===== config.mk =====
export PLATFORM = sky130hd
export DESIGN_NAME = rgadr_div
export DESIGN_NICKNAME = d
export VERILOG_FILES = /design/src/rtl/rgadr_div.sv
export SDC_FILE = /design/constraint.sdc
export NUM_CORES = 2
export LEC_CHECK = 0
export BUFFER_PORTS_ARGS = -buffer_cell sky130_fd_sc_hd__buf_2
export CORE_ASPECT_RATIO = 1.75
export CORE_MARGIN = 1
export CORE_UTILIZATION = 50
export DETAILED_ROUTE_END_ITERATION = 10
export GPL_ROUTABILITY_DRIVEN = 1
export GPL_TIMING_DRIVEN = 0
export PLACE_DENSITY = 0.68
export SYNTH_ARGS = -nofsm -noshare
export SYNTH_HDL_FRONTEND = slang
export SYNTH_SLANG_ARGS = --single-unit
export TNS_END_PERCENT = 100

===== constraint.sdc =====
create_clock -name clk -period 2.2 [get_ports clk]
set_input_delay 0.33 -clock clk [delete_from_list [all_inputs] [get_ports clk]]
set_output_delay 0.33 -clock clk [all_outputs]
set_load 0.02 [all_outputs]

===== src/rtl/rgadr_div.sv =====
// ----------------------------------------------------------------------------
// rgadr_div: pipelined unsigned divider
// Restoring division, one quotient bit per register stage, so NW stages in
// all. A sideband word travels alongside each operand pair.
// ----------------------------------------------------------------------------
module rgadr_div #(
  parameter int NW = 32, // dividend and quotient width, at least 2
  parameter int DW = 11, // divisor and remainder width
  parameter int PW = 1   // sideband width
) (
  input  logic          clk,
  input  logic          rst,
  input  logic          valid_in,
  input  logic [NW-1:0] dividend,
  input  logic [DW-1:0] divisor,
  input  logic [PW-1:0] side_in,
  output logic          valid_out,
  output logic [NW-1:0] quotient,
  output logic [DW-1:0] remainder,
  output logic [PW-1:0] side_out
);

  logic          vld  [NW];
  logic [NW-1:0] quo  [NW];
  logic [DW-1:0] rem  [NW];
  logic [DW-1:0] dvs  [NW];
  logic [PW-1:0] side [NW];

  for (genvar i = 0; i < NW; i++) begin : g_stage
    logic          v_in;
    logic [NW-1:0] q_in;
    logic [DW-1:0] r_in;
    logic [DW-1:0] d_in;
    logic [PW-1:0] s_in;
    logic [DW:0]   trial;
    logic [DW:0]   diff;

    // The first stage starts from the ports with a zero partial remainder.
    if (i == 0) begin : g_first
      assign v_in = valid_in;
      assign q_in = dividend;
      assign r_in = '0;
      assign d_in = divisor;
      assign s_in = side_in;
    end else begin : g_next
      assign v_in = vld[i-1];
      assign q_in = quo[i-1];
      assign r_in = rem[i-1];
      assign d_in = dvs[i-1];
      assign s_in = side[i-1];
    end

    // Bring down the next dividend bit and try one subtraction.
    assign trial = {r_in, q_in[NW-1]};
    assign diff  = trial - {1'b0, d_in};

    always_ff @(posedge clk) begin
      if (rst) begin
        vld[i] <= 1'b0;
      end else begin
        vld[i] <= v_in;
      end
    end

    always_ff @(posedge clk) begin
      dvs[i]  <= d_in;
      side[i] <= s_in;
      if (trial >= {1'b0, d_in}) begin
        rem[i] <= diff[DW-1:0];
        quo[i] <= {q_in[NW-2:0], 1'b1};
      end else begin
        rem[i] <= trial[DW-1:0];
        quo[i] <= {q_in[NW-2:0], 1'b0};
      end
    end
  end

  assign valid_out = vld[NW-1];
  assign quotient  = quo[NW-1];
  assign remainder = rem[NW-1];
  assign side_out  = side[NW-1];

  // A finished division leaves a remainder below a non-zero divisor.
  a_rem_below_divisor: assert property (@(posedge clk) disable iff (rst)
    (vld[NW-1] && dvs[NW-1] != '0) |-> (rem[NW-1] < dvs[NW-1]))
    else $error("divider remainder not below divisor");

endmodule


# After elaboration in Yosys (flattened, before gate mapping)

Memories as Yosys holds them, arrays and structs flattened.
Index checks and enable logic that the tools add are counted.

Add/subtract/negate cells: 32
Multipliers: 0
Div/mod/pow operators: 0
Magnitude comparators: 32
Equal/unequal tests: 0
Shifts and indexed selects: 0
Muxes and demuxes: 195
Bitwise logic cells: 96
Reduce and logical (&&, ||, !) cells: 0

Operators with widths:

| operator                                         | count |
|---|---|
| 32-bit two-way mux                               | 32 |
| 12-bit by 11-bit >= comparator with 1-bit output | 31 |
| 11-bit two-way mux                               | 32 |
| 11-bit subtractor                                | 31 |
| 1-bit two-way mux                                | 131 |
| 1-bit bitwise OR                                 | 96 |
| 1-bit by 11-bit >= comparator with 1-bit output  | 1 |
| 1-bit by 11-bit subtractor with 11-bit output    | 1 |

Bits in registers: 0
Latch bits: 0
Memory bits (writable): 1792
Memory bits (read-only): 0
Output and inout bits: 45
Word-level logic and storage cells: 360
Memories: 5

Memories:

| memory | depth | width | rd ports | clocked after memory_dff | write ports | RTL line | RTL |
|---|---|---|---|---|---|---|---|
| quo    | 32    | 32    | 32       | 0                        | 32          | 24       | `logic [NW-1:0] quo [NW];` |
| dvs    | 32    | 11    | 31       | 0                        | 32          | 26       | `logic [DW-1:0] dvs [NW];` |
| rem    | 32    | 11    | 32       | 0                        | 32          | 25       | `logic [DW-1:0] rem [NW];` |
| side   | 32    | 1     | 32       | 0                        | 32          | 27       | `logic [PW-1:0] side [NW];` |
| vld    | 32    | 1     | 32       | 0                        | 32          | 23       | `logic vld [NW];` |

# Depth between registers and ports, before layout

An unclocked memory read counts as a cell.

Depth in word-level cells: 5
Mapped depth: 10
Mapped depth without buffers: 9

# Least setup slack after synthesis

No wires, ideal clock.

Path kind: register to register
Start: mem quo[30][31] (netlist: quo[1][479])
End: mem rem[31][6] (netlist: rem[1][171])
Library setup time: 121 ps
Arrival time: 2277 ps
Slack: -198 ps
Cell stages (with the launch flop): 11
Cell sequence: dfxtp_1 inv_1 ha_1 fa_1 and2b_1 o21ai_1 a311o_1 clkbuf_2 and2_4 buf_6 mux2_4

RTL lines:

| what        | RTL line |
|---|---|
| from (decl) | 24 |
| to (decl)   | 25 |

==> out/results.tsv <==
metric	value	unit
antenna_found_initial	1	
synth_cells	5213	
violations	setup timing	
synth_edf_count	0	
synth-simple-area-share	9.21	%
timing.rr.end	rem[0][127]$_DFF_P_	
clock_sinks	1781	
slew_viol_final	0	
synth_compound_area_share	14.2	%
hold_start	dividend[18]	
synth_mux_area_share	2.41	%
drt-initial-drc-count	1555	
ys_warn_count	0	
worstPathRequired	2840	ps
die_x	263	um
syn_area	0.0596	mm2
synth_top_family_by_area	compound AO/OA/AOI/OAI gates	
outcome	finished, violations left	
r2r_cells	9	
track_usage	20.3	%
place_ws	-727	ps
worst_pin_slew	874	ps
synth-xor-area-share	1.73	%
dr_total_vias	39400	
crit_path_end_kind	register	
leakagePower	31.3	nW
synthDistinctLibCells	68	
cts_inserted_buffers	153	
r2r-start	quo[0][351]$_DFF_P_	
clock_latency	790	ps
grt_max_degree	20	
std_cell_rows	167	
combPwrFrac	39.1	%
die_area	0.121	mm2
clock_power_share	24.4	%
power_switching	0.0387	W
gr-total-overflow	0	
ys_ff_latch	1781	
cts_buffer_depth	3	
drt-total-wl	124000	um
wl_per_cell	16.7	um
start_util	50.4	%
ys.flop_type	dfxtp_1	
seqPwrFrac	36.5	%
gp_congestion	0.908	
cts.clk_slew.worst_paths	70	ps
final_nets	6197	
min_path_type	in2reg	
async_flop_share	0	%
ios	92	
cts_tree	yes	
synth-seq-area-share	59.8	%
hold_viol_final	0	
hold_depth	2	
period_minus_slack	2340	ps
die_y	459	um
route.detailed.drc	0	
p_int	0.0773	W
dpl.hpwl	84700	um
slew-limit-headroom	41.2	%
viasPerCell	5.30	
cp_max_fo	5	
synth_nets	5634	
fin_ws	-139	ps
grt_pass1_wl	197000	um
cts_htree_levels	4	
nFillCells	9228	
hold_path_end	quo[0][19]$_DFF_P_	
hold_ws	171	ps
total_power	0.116	W
powerDensity	1570	mW/mm2
arrival	2980	ps
drive_above_1_share	24.0	%
ant_nets	0	
rsz0062_at_grt	yes	
cap_violations	0	
syn_to_final_growth	23.7	%
grt_pass1_vias	40700	
reg2reg_slack	-140	ps
crit_path_start_kind	register	
setup_viol	84	
first_pass_iters	5	
timing.final.crit_share	106	%
peakVddDrop	0.916	mV
crit_type	reg2reg	
max_freq	428	MHz
cts_root_buf	clkbuf_16	
core-area	0.118	mm2
port_buffers	91	
finClkSkew	39.3	ps
postSynthAreaPerCell	11.4	um2
swShare	33.3	%
synth_adder_area_share	8.24	%
[per-layer routing]
metal | part of all wire, % | global-route usage [%] | vias up | wire length [um]
met1 | 33 | 17.2 | 18600 | 41200
met2 | 56 | 40.9 | 851 | 69500
met5 | 0 | 0 | - | 0
li1 | - | - | 19400 | -
met4 | 7.7 | 15.3 | 0 | 9580
met3 | 3.0 | 3.44 | 512 | 3680
[what timing repair did]
item / in CTS / in global routing
endpoints found under the hold margin: 62 / 0
pin swaps: 224 / 127
setup endpoints to repair: 358 / 352
setup buffers: 238 / 76
resized for setup: 533 / 288
cloned: 9 / 1
hold buffers: 47 / 0
[through the flow]
step	utilization (%)	area, um2	std cells	setup TNS [ps]
2_1_floorplan	-	60100	5213	-1390
3_3_place_gp	52.8	62500	6825	-64530
3_5_place_dp	52.8	62500	6825	-70360
4_1_cts	61.3	72500	7385	-16380
5_1_grt	62.3	73700	7423	-12650
6_report	62.3	73700	7423	-3940
[cells by family after synthesis]
family	after synthesis
flip-flops	1781
buffers and inverters	622
XOR/XNOR	118
AND/OR/NAND/NOR	1003
multiplexers	116
AO/OA/AOI/OAI	1199
adder cells (fa/ha/maj)	374
[worst max-delay path: stages (launching register included)]
cell and delay [ps]:
dfxtp_2 320, inv_2 40, ha_4 150, fa_2 340
and2b_1 240, o21ai_2 70, a311o_2 390, and2_4 200
buf_12 150, mux2_4 290
[synth_stat cells, drive strengths merged (30+ instances only)]
cell	count	area share, %
a21boi	42	0.53
a21o	30	0.38
a21oi	231	1.9
a311o	31	0.52
buf	52	0.73
clkbuf	50	0.32
dfxtp	1781	60
fa	31	1.0
ha	343	7.2
inv	520	3.3
mux2	98	2.1
nand2	73	0.46
nand3	224	1.9
nand3b	50	0.63
nand4	59	0.62
nor2	163	1.1
nor2b	90	0.94
nor3	186	1.6
o2111ai	32	0.47
o21a	193	2.4
o21ai	307	2.7
o31a	35	0.51
o31ai	120	1.5
xnor2	84	1.2
xor2	34	0.50
[state kept, by name, indices dropped and copies added (netlist names)]
register / cells
vld: 32
rem: 352
quo: 1024
side: 32
dvs: 341
[worst max-delay path by stage]
stage                     cells after the start  slack, ps                  end           startpoint
after floorplan                              10        -60  rem[1][105]$_DFF_P_  quo[1][287]$_DFF_P_
after global placement                        8       -690   rem[1][63]$_DFF_P_  quo[1][159]$_DFF_P_
after detailed placement                      8       -730   rem[1][63]$_DFF_P_  quo[1][159]$_DFF_P_
after CTS                                     9       -200  rem[0][138]$_DFF_P_  quo[0][383]$_DFF_P_
after global routing                          9       -180   rem[0][50]$_DFF_P_  quo[0][127]$_DFF_P_
final                                         9       -140  rem[0][127]$_DFF_P_  quo[0][351]$_DFF_P_
[power by group through the flow]
stage / Clock [W] / Sequential, W / Combinational [W]
2_1_floorplan: 0 / 0.0422 / 0.0265
3_3_place_gp: 0 / 0.0428 / 0.0336
3_5_place_dp: 0 / 0.0430 / 0.0343
4_1_cts: 0.0292 / 0.0423 / 0.0420
5_1_grt: 0.0305 / 0.0430 / 0.0491
6_report: 0.0283 / 0.0423 / 0.0453
[layout make-up]
type                            instances  area, um2  share of cell area [%]
Sequential cell                      1781      35800                    48.5
Multi-Input combinational cell       2811      24200                    32.9
Clock buffer                          188       4150                    5.63
Timing Repair Buffer                  451       3740                    5.07
Inverter                              520       1980                    2.68
Tap cell                             1521       1900                    2.58
Clock inverter                         92       1320                    1.79
Buffer                                 58        638                   0.865
Antenna cell                            1       2.50                 0.00339
[cell usage in the layout, fill, tap and decap left out, types with 31 or more instances in the layout]
cell type / instances
nor2_1: 158
nand2_1: 69
nor3_1: 183
xor2_1: 34
o21a_1: 193
mux2_2: 33
dfxtp_2: 54
dlygate4sd3_1: 47
a21oi_1: 172
nand3_1: 215
inv_2: 33
buf_2: 104
buf_4: 242
o21ai_0: 164
buf_6: 69
o31a_1: 35
clkbuf_16: 154
fa_2: 31
xnor2_1: 84
a21oi_2: 53
inv_1: 477
o21ai_2: 100
nand4_1: 59
o31ai_4: 70
ha_1: 288
dfxtp_1: 1718
nor2b_1: 81
mux2_4: 65
nand3b_1: 50
(Power assumes the default switching activity.)
